[src/rtl/sm64rd_pkg.sv]
// shared constants and command codes for the splitmix64 random draw block
// no dependencies; used by the top level and the arithmetic units
`default_nettype none

package sm64rd_pkg;

    localparam int WORD_W = 64;
    localparam int HALF_W = WORD_W / 2;

    // command codes of an input word
    localparam logic [1:0] CMD_ABSORB = 2'd0;
    localparam logic [1:0] CMD_MASKED = 2'd1;
    localparam logic [1:0] CMD_RANGE  = 2'd2;

    // generator constants
    localparam logic [WORD_W-1:0] GOLDEN_STEP   = 64'h9e3779b97f4a7c15;
    localparam logic [WORD_W-1:0] MIX_MUL_A     = 64'hbf58476d1ce4e5b9;
    localparam logic [WORD_W-1:0] MIX_MUL_B     = 64'h94d049bb133111eb;
    localparam logic [WORD_W-1:0] FALLBACK_SEED = 64'h00006b6167757261;
    localparam logic [WORD_W-1:0] FNV_BASIS     = 64'hcbf29ce484222325;
    localparam logic [WORD_W-1:0] FNV_MULT      = 64'h00000100000001b3;

endpackage

`default_nettype wire

[src/rtl/splitmix64_seeded_random_draw.sv]
// top level of the splitmix64 random draw block with build-id seed mixing
// uses sm64rd_pkg, sm64rd_mul (shared multiplier) and sm64rd_div (modulo unit)
`default_nettype none

// One input word at a time: o_in_stall stays high from the accepting edge until a
// draw's result has been loaded into the output register or a byte's hash updated.
// A build-id byte (cmd 0) is folded into the hash through the shared multiplier.
// A masked draw (cmd 1) runs seeding, one add and two finalizer products through
// the same multiplier. A range draw (cmd 2) adds the bit-serial modulo unit; an
// empty range skips the add and products and returns zero with the range error.
// The output register holds one result, so the next word is taken while that
// result still waits on i_out_stall. cmd 3 is taken and dropped.
// The seed register may be written through the config port whenever the block is idle.
module splitmix64_seeded_random_draw (
    input  wire logic         i_clk,
    input  wire logic         i_rst_n,
    // config write
    input  wire logic         i_cfg_valid,
    output logic              o_cfg_ready,
    input  wire logic [63:0]  i_cfg_data,
    // input words
    input  wire logic         i_in_valid,
    output logic              o_in_stall,
    input  wire logic [1:0]   i_cmd,
    input  wire logic [7:0]   i_build_byte,
    input  wire logic [6:0]   i_draw_width,
    input  wire logic [63:0]  i_range_low,
    input  wire logic [63:0]  i_range_high,
    // result words
    output logic              o_out_valid,
    input  wire logic         i_out_stall,
    output logic [63:0]       o_draw_value,
    output logic              o_range_error
);

    typedef enum logic [3:0] {
        ST_IDLE,
        ST_HASH,
        ST_ADV,
        ST_MIX_A,
        ST_WAIT_A,
        ST_MIX_B,
        ST_WAIT_B,
        ST_FIN,
        ST_WAIT_D,
        ST_OUT
    } t_state;

    t_state       r_state;
    logic [63:0]  r_base_seed;
    logic [63:0]  r_gen;
    logic         r_seeded;
    logic [63:0]  r_hash;
    logic         r_seen;
    logic [1:0]   r_cmd;
    logic [6:0]   r_width;
    logic [63:0]  r_lo;
    logic [63:0]  r_hi;
    logic [63:0]  r_span;
    logic [63:0]  r_res_value;
    logic         r_res_error;
    logic         r_out_valid;
    logic [63:0]  r_out_value;
    logic         r_out_error;

    logic         in_accept;
    logic [63:0]  seed_mix;
    logic [63:0]  seed_val;
    logic         mul_start;
    logic [63:0]  mul_a;
    logic [63:0]  mul_b;
    logic         mul_done;
    logic [63:0]  mul_p;
    logic         div_start;
    logic         div_done;
    logic [63:0]  div_rem;
    logic [63:0]  fin_z;
    logic [63:0]  width_mask;

    assign in_accept   = i_in_valid && (r_state == ST_IDLE);
    assign o_in_stall  = (r_state != ST_IDLE);
    assign o_cfg_ready = 1'b1;

    // seed from base seed and build-id hash, zero falls back to default
    always_comb begin
        seed_mix = r_base_seed ^ (r_seen ? r_hash : 64'd0);
        seed_val = (seed_mix == 64'd0) ? sm64rd_pkg::FALLBACK_SEED : seed_mix;
    end

    // finalizer tail and draw width mask
    always_comb begin
        fin_z = mul_p ^ (mul_p >> 31);
        if (r_width[6]) begin
            width_mask = '1;
        end else begin
            width_mask = ~({64{1'b1}} << r_width[5:0]);
        end
    end

    // shared multiplier operand select
    always_comb begin
        mul_start = 1'b0;
        mul_a     = r_gen ^ (r_gen >> 30);
        mul_b     = sm64rd_pkg::MIX_MUL_A;
        case (r_state)
            ST_IDLE: begin
                mul_start = in_accept && (i_cmd == sm64rd_pkg::CMD_ABSORB);
                mul_a     = r_hash ^ {56'd0, i_build_byte};
                mul_b     = sm64rd_pkg::FNV_MULT;
            end
            ST_MIX_A: begin
                mul_start = 1'b1;
            end
            ST_MIX_B: begin
                mul_start = 1'b1;
                mul_a     = mul_p ^ (mul_p >> 27);
                mul_b     = sm64rd_pkg::MIX_MUL_B;
            end
            default: ;
        endcase
    end

    assign div_start = (r_state == ST_FIN) && (r_cmd == sm64rd_pkg::CMD_RANGE);

    sm64rd_mul u_mul (
        .i_clk   (i_clk),
        .i_rst_n (i_rst_n),
        .i_start (mul_start),
        .i_a     (mul_a),
        .i_b     (mul_b),
        .o_done  (mul_done),
        .o_p     (mul_p)
    );

    sm64rd_div u_div (
        .i_clk   (i_clk),
        .i_rst_n (i_rst_n),
        .i_start (div_start),
        .i_num   (fin_z),
        .i_den   (r_span),
        .o_done  (div_done),
        .o_rem   (div_rem)
    );

    // sequencer, generator state and output register
    always_ff @(posedge i_clk) begin
        if (!i_rst_n) begin
            r_state     <= ST_IDLE;
            r_base_seed <= '0;
            r_gen       <= '0;
            r_seeded    <= 1'b0;
            r_hash      <= sm64rd_pkg::FNV_BASIS;
            r_seen      <= 1'b0;
            r_out_valid <= 1'b0;
        end else begin
            if (i_cfg_valid) begin
                r_base_seed <= i_cfg_data;
            end
            // output word loaded, or taken by the receiver
            if ((r_state == ST_OUT) && (!r_out_valid || !i_out_stall)) begin
                r_out_valid <= 1'b1;
            end else if (r_out_valid && !i_out_stall) begin
                r_out_valid <= 1'b0;
            end
            case (r_state)
                ST_IDLE: begin
                    if (in_accept) begin
                        r_cmd   <= i_cmd;
                        r_width <= i_draw_width;
                        r_lo    <= i_range_low;
                        r_hi    <= i_range_high;
                        case (i_cmd)
                            sm64rd_pkg::CMD_ABSORB: begin
                                r_seen  <= 1'b1;
                                r_state <= ST_HASH;
                            end
                            sm64rd_pkg::CMD_MASKED, sm64rd_pkg::CMD_RANGE: begin
                                if (!r_seeded) begin
                                    r_gen    <= seed_val;
                                    r_seeded <= 1'b1;
                                end
                                r_state <= ST_ADV;
                            end
                            default: r_state <= ST_IDLE;
                        endcase
                    end
                end
                ST_HASH: begin
                    if (mul_done) begin
                        r_hash  <= mul_p;
                        r_state <= ST_IDLE;
                    end
                end
                ST_ADV: begin
                    if (r_cmd == sm64rd_pkg::CMD_RANGE && r_hi <= r_lo) begin
                        r_res_value <= '0;
                        r_res_error <= 1'b1;
                        r_state     <= ST_OUT;
                    end else begin
                        r_gen   <= r_gen + sm64rd_pkg::GOLDEN_STEP;
                        r_span  <= r_hi - r_lo;
                        r_state <= ST_MIX_A;
                    end
                end
                ST_MIX_A: r_state <= ST_WAIT_A;
                ST_WAIT_A: begin
                    if (mul_done) begin
                        r_state <= ST_MIX_B;
                    end
                end
                ST_MIX_B: r_state <= ST_WAIT_B;
                ST_WAIT_B: begin
                    if (mul_done) begin
                        r_state <= ST_FIN;
                    end
                end
                ST_FIN: begin
                    if (r_cmd == sm64rd_pkg::CMD_RANGE) begin
                        r_state <= ST_WAIT_D;
                    end else begin
                        r_res_value <= fin_z & width_mask;
                        r_res_error <= 1'b0;
                        r_state     <= ST_OUT;
                    end
                end
                ST_WAIT_D: begin
                    if (div_done) begin
                        r_res_value <= r_lo + div_rem;
                        r_res_error <= 1'b0;
                        r_state     <= ST_OUT;
                    end
                end
                ST_OUT: begin
                    if (!r_out_valid || !i_out_stall) begin
                        r_out_value <= r_res_value;
                        r_out_error <= r_res_error;
                        r_state     <= ST_IDLE;
                    end
                end
                default: r_state <= ST_IDLE;
            endcase
        end
    end

    assign o_out_valid   = r_out_valid;
    assign o_draw_value  = r_out_value;
    assign o_range_error = r_out_error;

endmodule

`default_nettype wire

[src/rtl/sm64rd_mul.sv]
// iterative 64x64 multiplier keeping the low 64 bits of the product
// one 32x32 multiplier reused for each partial product; uses sm64rd_pkg
`default_nettype none

module sm64rd_mul (
    input  wire logic                          i_clk,
    input  wire logic                          i_rst_n,
    input  wire logic                          i_start,
    input  wire logic [sm64rd_pkg::WORD_W-1:0] i_a,
    input  wire logic [sm64rd_pkg::WORD_W-1:0] i_b,
    output logic                               o_done,
    output logic [sm64rd_pkg::WORD_W-1:0]      o_p
);

    logic [sm64rd_pkg::WORD_W-1:0] r_a;
    logic [sm64rd_pkg::WORD_W-1:0] r_b;
    logic [sm64rd_pkg::WORD_W-1:0] r_prod;
    logic [sm64rd_pkg::WORD_W-1:0] r_acc;
    logic [1:0]                    r_step;
    logic                          r_busy;
    logic                          r_done;
    logic [sm64rd_pkg::HALF_W-1:0] op_x;
    logic [sm64rd_pkg::HALF_W-1:0] op_y;

    // partial product select: lo*lo, lo*hi, hi*lo
    always_comb begin
        case (r_step)
            2'd0: begin
                op_x = r_a[sm64rd_pkg::HALF_W-1:0];
                op_y = r_b[sm64rd_pkg::HALF_W-1:0];
            end
            2'd1: begin
                op_x = r_a[sm64rd_pkg::HALF_W-1:0];
                op_y = r_b[sm64rd_pkg::WORD_W-1:sm64rd_pkg::HALF_W];
            end
            default: begin
                op_x = r_a[sm64rd_pkg::WORD_W-1:sm64rd_pkg::HALF_W];
                op_y = r_b[sm64rd_pkg::HALF_W-1:0];
            end
        endcase
    end

    // product register, then accumulate on the following cycle
    always_ff @(posedge i_clk) begin
        if (!i_rst_n) begin
            r_busy <= 1'b0;
            r_done <= 1'b0;
            r_step <= 2'd0;
        end else begin
            r_done <= !i_start && r_busy && (r_step == 2'd3);
            if (i_start) begin
                r_a    <= i_a;
                r_b    <= i_b;
                r_step <= 2'd0;
                r_busy <= 1'b1;
            end else if (r_busy) begin
                r_prod <= op_x * op_y;
                r_step <= r_step + 2'd1;
                case (r_step)
                    2'd0: ;
                    2'd1: r_acc <= r_prod;
                    default: r_acc <= r_acc
                        + {r_prod[sm64rd_pkg::HALF_W-1:0], {sm64rd_pkg::HALF_W{1'b0}}};
                endcase
                if (r_step == 2'd3) begin
                    r_busy <= 1'b0;
                end
            end
        end
    end

    assign o_done = r_done;
    assign o_p    = r_acc;

endmodule

`default_nettype wire

[src/rtl/sm64rd_div.sv]
// iterative 64-bit restoring modulo, one quotient bit per cycle
// uses sm64rd_pkg
`default_nettype none

module sm64rd_div (
    input  wire logic                          i_clk,
    input  wire logic                          i_rst_n,
    input  wire logic                          i_start,
    input  wire logic [sm64rd_pkg::WORD_W-1:0] i_num,
    input  wire logic [sm64rd_pkg::WORD_W-1:0] i_den,
    output logic                               o_done,
    output logic [sm64rd_pkg::WORD_W-1:0]      o_rem
);

    logic [sm64rd_pkg::WORD_W-1:0] r_num;
    logic [sm64rd_pkg::WORD_W-1:0] r_den;
    logic [sm64rd_pkg::WORD_W-1:0] r_rem;
    logic [5:0]                    r_cnt;
    logic                          r_busy;
    logic                          r_done;
    logic [sm64rd_pkg::WORD_W:0]   trial;
    logic [sm64rd_pkg::WORD_W:0]   diff;

    // shift in next dividend bit and try the subtract
    always_comb begin
        trial = {r_rem, r_num[sm64rd_pkg::WORD_W-1]};
        diff  = trial - {1'b0, r_den};
    end

    always_ff @(posedge i_clk) begin
        if (!i_rst_n) begin
            r_busy <= 1'b0;
            r_done <= 1'b0;
            r_cnt  <= '0;
        end else begin
            r_done <= !i_start && r_busy && (r_cnt == 6'd63);
            if (i_start) begin
                r_num  <= i_num;
                r_den  <= i_den;
                r_rem  <= '0;
                r_cnt  <= '0;
                r_busy <= 1'b1;
            end else if (r_busy) begin
                r_num <= {r_num[sm64rd_pkg::WORD_W-2:0], 1'b0};
                if (!diff[sm64rd_pkg::WORD_W]) begin
                    r_rem <= diff[sm64rd_pkg::WORD_W-1:0];
                end else begin
                    r_rem <= trial[sm64rd_pkg::WORD_W-1:0];
                end
                r_cnt <= r_cnt + 6'd1;
                if (r_cnt == 6'd63) begin
                    r_busy <= 1'b0;
                end
            end
        end
    end

    assign o_done = r_done;
    assign o_rem  = r_rem;

endmodule

`default_nettype wire

[config.mk]
export PLATFORM = sky130hd
export DESIGN_NAME = splitmix64_seeded_random_draw
export DESIGN_NICKNAME = d
export VERILOG_FILES = /design/src/rtl/sm64rd_pkg.sv /design/src/rtl/splitmix64_seeded_random_draw.sv /design/src/rtl/sm64rd_mul.sv /design/src/rtl/sm64rd_div.sv
export SDC_FILE = /design/constraint.sdc
export NUM_CORES = 2
export LEC_CHECK = 0
export BUFFER_PORTS_ARGS = -buffer_cell sky130_fd_sc_hd__buf_2
export CORE_ASPECT_RATIO = 0.9
export CORE_UTILIZATION = 64
export CTS_BUF_LIST = sky130_fd_sc_hd__clkbuf_16
export DETAILED_ROUTE_END_ITERATION = 12
export PLACE_DENSITY = 0.86
export SLEW_MARGIN = 20
export SYNTH_ARGS = -nofsm -noshare
export SYNTH_HDL_FRONTEND = slang
export SYNTH_SLANG_ARGS = --single-unit
[constraint.sdc]
create_clock -name i_clk -period 11.47 [get_ports i_clk]
set_input_delay 1.7205 -clock i_clk [delete_from_list [all_inputs] [get_ports i_clk]]
set_output_delay 1.7205 -clock i_clk [all_outputs]
set_load 0.02 [all_outputs]
* After elaboration in Yosys (flattened, before gate mapping)
Index checks and enable logic that the tools add are counted.
** Storage, ports and cells
- Register bits after elaboration :: 990
** Cells by class
- $add $sub $neg :: 7
- Multipliers :: 1
- $lt $le $gt $ge :: 1
- Equal/unequal tests :: 26
- Shift-type cells :: 1
- Multiplexer cells :: 44
- Bitwise gates (word level) :: 11
- Reductions and logical operators :: 43
** Operators by type and width (number)
- 64-bit two-way mux :: 14
- 64-bit one-hot mux with 2 select lines :: 4
- 64-bit one-hot mux with 3 select lines :: 1
- 64-bit adder :: 2
- 65-bit by 64-bit subtractor with 65-bit output :: 1
- 64-bit adder (second input constant) :: 1
- 64-bit bitwise AND :: 1
- 64-bit <= comparator :: 1
- 64-bit logical NOT :: 1
- 32-bit by 32-bit multiplier with 64-bit output :: 1
- 32-bit two-way mux :: 2
- 64-bit inverter :: 1
- 64-bit by 6-bit left shift with 64-bit output (first input constant) :: 1
- 64-bit subtractor :: 1
- 64-bit by 33-bit bitwise XOR with 64-bit output :: 1
- 64-bit by 34-bit bitwise XOR with 64-bit output :: 1
- 64-bit by 37-bit bitwise XOR with 64-bit output :: 1
- 64-bit bitwise XOR :: 1
- 64-bit by 8-bit bitwise XOR with 64-bit output :: 1
- 4-bit one-hot mux with 10 select lines :: 1
- 4-bit two-way mux :: 7
- 3-bit AND reduction :: 6
- 4-bit by 3-bit == test with 1-bit output (second input constant) :: 4
- 1-bit two-way mux :: 12
- other kinds (27) :: 67

* Logic depth before layout (Yosys ltp)
- Word-level depth :: 8
- Gate-level depth with buffers :: 38

* Hierarchy
A second synthesis with hierarchy kept.
** Second synthesis, totals
- Cells, all modules :: 9001
- Area total of the unflattened synthesis :: 87114.8 sq um
** By module, submodules not included
- sm64rd_mul :: instances 1, cells each 4370, area each 43010.0 sq um, sequential area each 7767.4 sq um
- splitmix64_seeded_random_draw :: instances 1, cells each 3514, area each 31901.8 sq um, sequential area each 13923.4 sq um
- sm64rd_div :: instances 1, cells each 1117, area each 12203.0 sq um, sequential area each 5925.7 sq um

* Worst setup path after synthesis
Ideal clock, no wire load.
- Path kind :: register to register
- Start point :: register u_mul.r_step[0]
- End point :: register u_mul.r_prod[63] (netlist name) (data pin)
- Library setup time :: 0.260 ns
- Data arrival time :: 8.986 ns
- Setup slack :: 2.225 ns
- Cell stages (with the launch flop) :: 31
- Buffers on the path :: 3
- Path through :: dfxtp_1 inv_1 ha_1 nor2_1 clkbuf_1 buf_1 mux2i_1 clkbuf_1 nor2_1 fa_1 fa_1 fa_1 inv_1 fa_1 inv_1 fa_1 fa_1 fa_1 fa_1 ha_1 and3_1 and2_1 a221oi_2 o21ai_0 or3_1 a21oi_1 o21ai_1 a221oi_2 o21ai_0 a21oi_1 xnor2_1
** On the way
- Word-level cells in the longest chain between the ends :: 4
** RTL lines
- start: declaration :: line sm64rd_mul.sv:19 : logic [1:0] r_step;
- start signal: assignment :: line sm64rd_mul.sv:58 : r_step <= r_step + 2'd1;
- 2-bit by 1-bit == test with 1-bit output / 2-bit logical NOT (equally long branches) :: line sm64rd_mul.sv:27 : case (r_step)
- 2-bit OR reduction (no line)
- 32-bit two-way mux :: line sm64rd_mul.sv:27
- 32-bit by 32-bit multiplier with 64-bit output (*) :: line sm64rd_mul.sv:57 : r_prod <= op_x * op_y;
- end signal: assignment :: line sm64rd_mul.sv:57
- end: declaration :: line sm64rd_mul.sv:17 : logic [sm64rd_pkg::WORD_W-1:0] r_prod;
Mark *: on every way between the ends. The rest lies on a longest branch, timed or not.
A chain may end at the register's enable or synchronous reset.

* Final worst setup path
Same ends and word-level chain as after synthesis.

==> results.sh <==
export IMPL_crit_path_end_kind="flop"
export IMPL_startpoint_type="flop"
export IMPL_port_buffer_count=280
export IMPL_ys_flop_type="sky130_fd_sc_hd__edfxtp_1"
export IMPL_synth_area_leader_cell="sky130_fd_sc_hd__edfxtp_1"
export IMPL_outcome="finished clean"
export IMPL_post_cts_hold_buffer_count=0
export IMPL_crit_path_max_fanout=13
export IMPL_gp_congestion=1.087
export IMPL_largest_net_degree_at_the_start_of_global_routing=90
export IMPL_detailedPlacementHpwl_um=244700
export IMPL_max_stage_delay_ns=0.78
export IMPL_yosysTopAreaCellShare_pct=26.60
export IMPL_ys_types=103
export IMPL_synth_edff_count=720
export IMPL_setup_viol_count_final=0
export IMPL_first_global_vias=65320
export IMPL_layout_cells_most_common_list="sky130_fd_sc_hd__inv_1 (1,155), sky130_fd_sc_hd__nand2_1 (998), sky130_fd_sc_hd__fa_1 (810), sky130_fd_sc_hd__edfxtp_1 (720), sky130_fd_sc_hd__nor2_1 (649)"
export IMPL_slew_viol_final=0
export IMPL_skew_ns=0.05527
export IMPL_nFillCells=9344
export IMPL_clock_sink_count=931
export IMPL_antenna_found_initial=14
export IMPL_gr_total_overflow=0
export IMPL_htree_num_levels=3
export IMPL_most_common_cell_type_on_the_critical_path="sky130_fd_sc_hd__fa_1"
export IMPL_synth_seq_area_share_pct=31.80
export IMPL_crit_path_start="u_mul.r_step[0]"
export IMPL_cp_slowest_cell="sky130_fd_sc_hd__mux2i_1"
export IMPL_dr_first_iter_drc_count=11548
export IMPL_worst_skew_pair_late_latency_ns=0.73
export IMPL_postCtsSetupBuffers=0
export IMPL_postCtsResizedCells=0
export IMPL_gr_usage_all_layers_pct=47.44
export IMPL_max_cap_violations=0
export IMPL_yosysWarningCount=0
export IMPL_finalNetCount=10139
export IMPL_mostFrequentLayoutCell="sky130_fd_sc_hd__inv_1"
export IMPL_start_util_pct=64.80
export IMPL_wl_per_cell_um=29.72
export IMPL_synth_cell_area_um2=81280
export IMPL_setup_tns_final_ns=0
export IMPL_worst_slew_pin_slew_ns=1.241
export IMPL_post_syn_nets=10046
export IMPL_holdCritStartpoint="r_span[7]"
export IMPL_grt_pass1_wl_um=437700
export IMPL_drc=0
export IMPL_rsz_0062_raised_after_global_routing="no"
export IMPL_maximum_achievable_frequency_mhz=93.19
export IMPL_worstHoldPathType="reg -> reg"
export IMPL_synthCells=8447
export IMPL_synth_seq_cells=931
export IMPL_chipWidth_um=377.6
export IMPL_fp_dieArea_um2=128400
export IMPL_post_route_min_period_ns=10.73
export IMPL_r2r_start="u_mul.r_step[0]"
export IMPL_viasPerCell=6.638
export IMPL_crit_arrival_ns=11.15
export IMPL_dieHeight_um=340.1
export IMPL_via_count=68423
export IMPL_antenna_violating_nets_post_route=0
export IMPL_cts_inserted_buffers=87
export IMPL_crit_type="reg -> reg"
export IMPL_largest_cells_by_area_after_synthesis="sky130_fd_sc_hd__edfxtp_1 (27%), sky130_fd_sc_hd__fa_1 (20%), sky130_fd_sc_hd__ha_1 (8.9%), sky130_fd_sc_hd__inv_1 (5.3%), sky130_fd_sc_hd__dfxtp_1 (5.2%)"
export IMPL_floorplan_core_area_um2=125400
export IMPL_num_rows=123
export IMPL_relSlewSlack_pct=16.63
export IMPL_routed_wirelength_um=306300
export IMPL_clk_pin_slew_ns=0.07
export IMPL_cts_tree="built"
export IMPL_clockBufferDepth=3
export IMPL_firstDrtPassIters=9
export IMPL_synth_async_reset_ratio_pct=0
export IMPL_finalCritPeriodShare_pct=93.56
export IMPL_root_buffer="sky130_fd_sc_hd__clkbuf_16"
export IMPL_post_synth_cell_area_avg_um2=9.622
export IMPL_hold_viol=0
export IMPL_final_layout_size_suffix_gt1_share_pct=7.352
export IMPL_crit_required_ns=11.89
export IMPL_boundaryPins=282
export IMPL_layout_area_overhead_vs_synth_pct=7.251
## cell type report
class	instances	area (um^2)	share of cell area, %
clock buffers	91	2277	2.612
well taps	1687	2111	2.421
repair buffers	384	2210	2.535
multi-input cells	5987	49770	57.09
inverters	1149	4315	4.951
diodes	11	27.53	0.03158
clock inverters	68	615.6	0.7062
flip-flops and latches	931	25850	29.65
## critical path, delay by kind of cell, from the launching register on
kind | cells | cell delay (ns)
buffers and inverters | 8 | 1.56
xor gates and xnor gates | 1 | 0.08
muxes | 1 | 0.78
AOI/OAI and AO/OA | 10 | 2.23
and+or+nand+nor | 3 | 1.13
adders and majority gates | 10 | 4.21
DFF | 1 | 0.44
## final timing paths
path                                          to  slack (ns)  cells after the start
worst max-delay path            u_mul.r_prod[63]        0.74                     33
worst min-delay path              u_div.r_den[7]        0.41                      0
worst max register to register  u_mul.r_prod[63]        0.74                     33
worst min register to register    u_div.r_den[7]        0.41                      0
## state kept, by name, indices dropped and copies added, names as in the netlist, 6 cells and up
register and count:
o_draw_value 64, r_base_seed 64, r_gen 64, r_hash 64, r_hi 64, r_lo 64
r_res_value 64, r_span 64, u_div.o_rem 64, u_div.r_den 64, u_div.r_num 64, u_mul.o_p 64
u_mul.r_a 64, u_mul.r_prod 64, r_width 7, u_div.r_cnt 6
## metrics by stage
step,util (%),setup slack [ns],hold slack [ns],instance area [um^2],instances
4_1_cts,69.46,0.9324,0.4115,87120,10296
6_report,69.50,0.7389,0.4137,87170,10308
3_5_place_dp,67.15,1.014,0.4045,84230,10137
3_3_place_gp,67.15,1.032,0.4012,84230,10137
5_1_grt,69.48,0.3848,0.4160,87140,10298
2_1_floorplan,-,2.225,0.4003,81280,8447
## Yosys cell counts (27+ instances only)
cell                          n
sky130_fd_sc_hd__inv_1     1141
sky130_fd_sc_hd__nand2_1   1001
sky130_fd_sc_hd__fa_1       810
sky130_fd_sc_hd__edfxtp_1   720
sky130_fd_sc_hd__nor2_1     656
sky130_fd_sc_hd__ha_1       575
sky130_fd_sc_hd__a21oi_1    544
sky130_fd_sc_hd__o21ai_0    411
sky130_fd_sc_hd__clkbuf_1   317
sky130_fd_sc_hd__xnor2_1    285
sky130_fd_sc_hd__xor2_1     225
sky130_fd_sc_hd__dfxtp_1    211
sky130_fd_sc_hd__a21o_1     179
sky130_fd_sc_hd__nand3_1    177
sky130_fd_sc_hd__a22oi_1     95
sky130_fd_sc_hd__mux2i_1     95
sky130_fd_sc_hd__nor3_1      80
sky130_fd_sc_hd__nand4_1     65
sky130_fd_sc_hd__and2_1      60
sky130_fd_sc_hd__nand2b_1    53
sky130_fd_sc_hd__nor2b_1     50
sky130_fd_sc_hd__a31oi_1     46
sky130_fd_sc_hd__o21bai_1    41
sky130_fd_sc_hd__o21a_1      40
sky130_fd_sc_hd__a211oi_1    36
sky130_fd_sc_hd__o22ai_1     28
sky130_fd_sc_hd__and3_1      27
sky130_fd_sc_hd__buf_2       27
## per-layer routing
layer | track usage, % | share of wire [%] | vias to the layer above
met3 | 21.97 | 18 | 925
met2 | 61.74 | 39 | 5783
met4 | 17.96 | 4.8 | 14
met1 | 68.22 | 38 | 33167
met5 | 0 | 0.063 | -
li1 | - | - | 28534
## kinds of logic after synthesis
family | after synthesis | synth area share (%)
compound gates | 1696 | 13.14
other cells | 1 | 0.004614
fa+ha+maj | 1385 | 28.80
xor+xnor | 511 | 5.516
buf+inv | 1529 | 7.157
flops | 931 | 31.80
mux | 107 | 1.336
simple gates | 2287 | 12.24
Power is not shown: default switching activity piles up to over one toggle a cycle in this logic, so the estimate is an artifact.
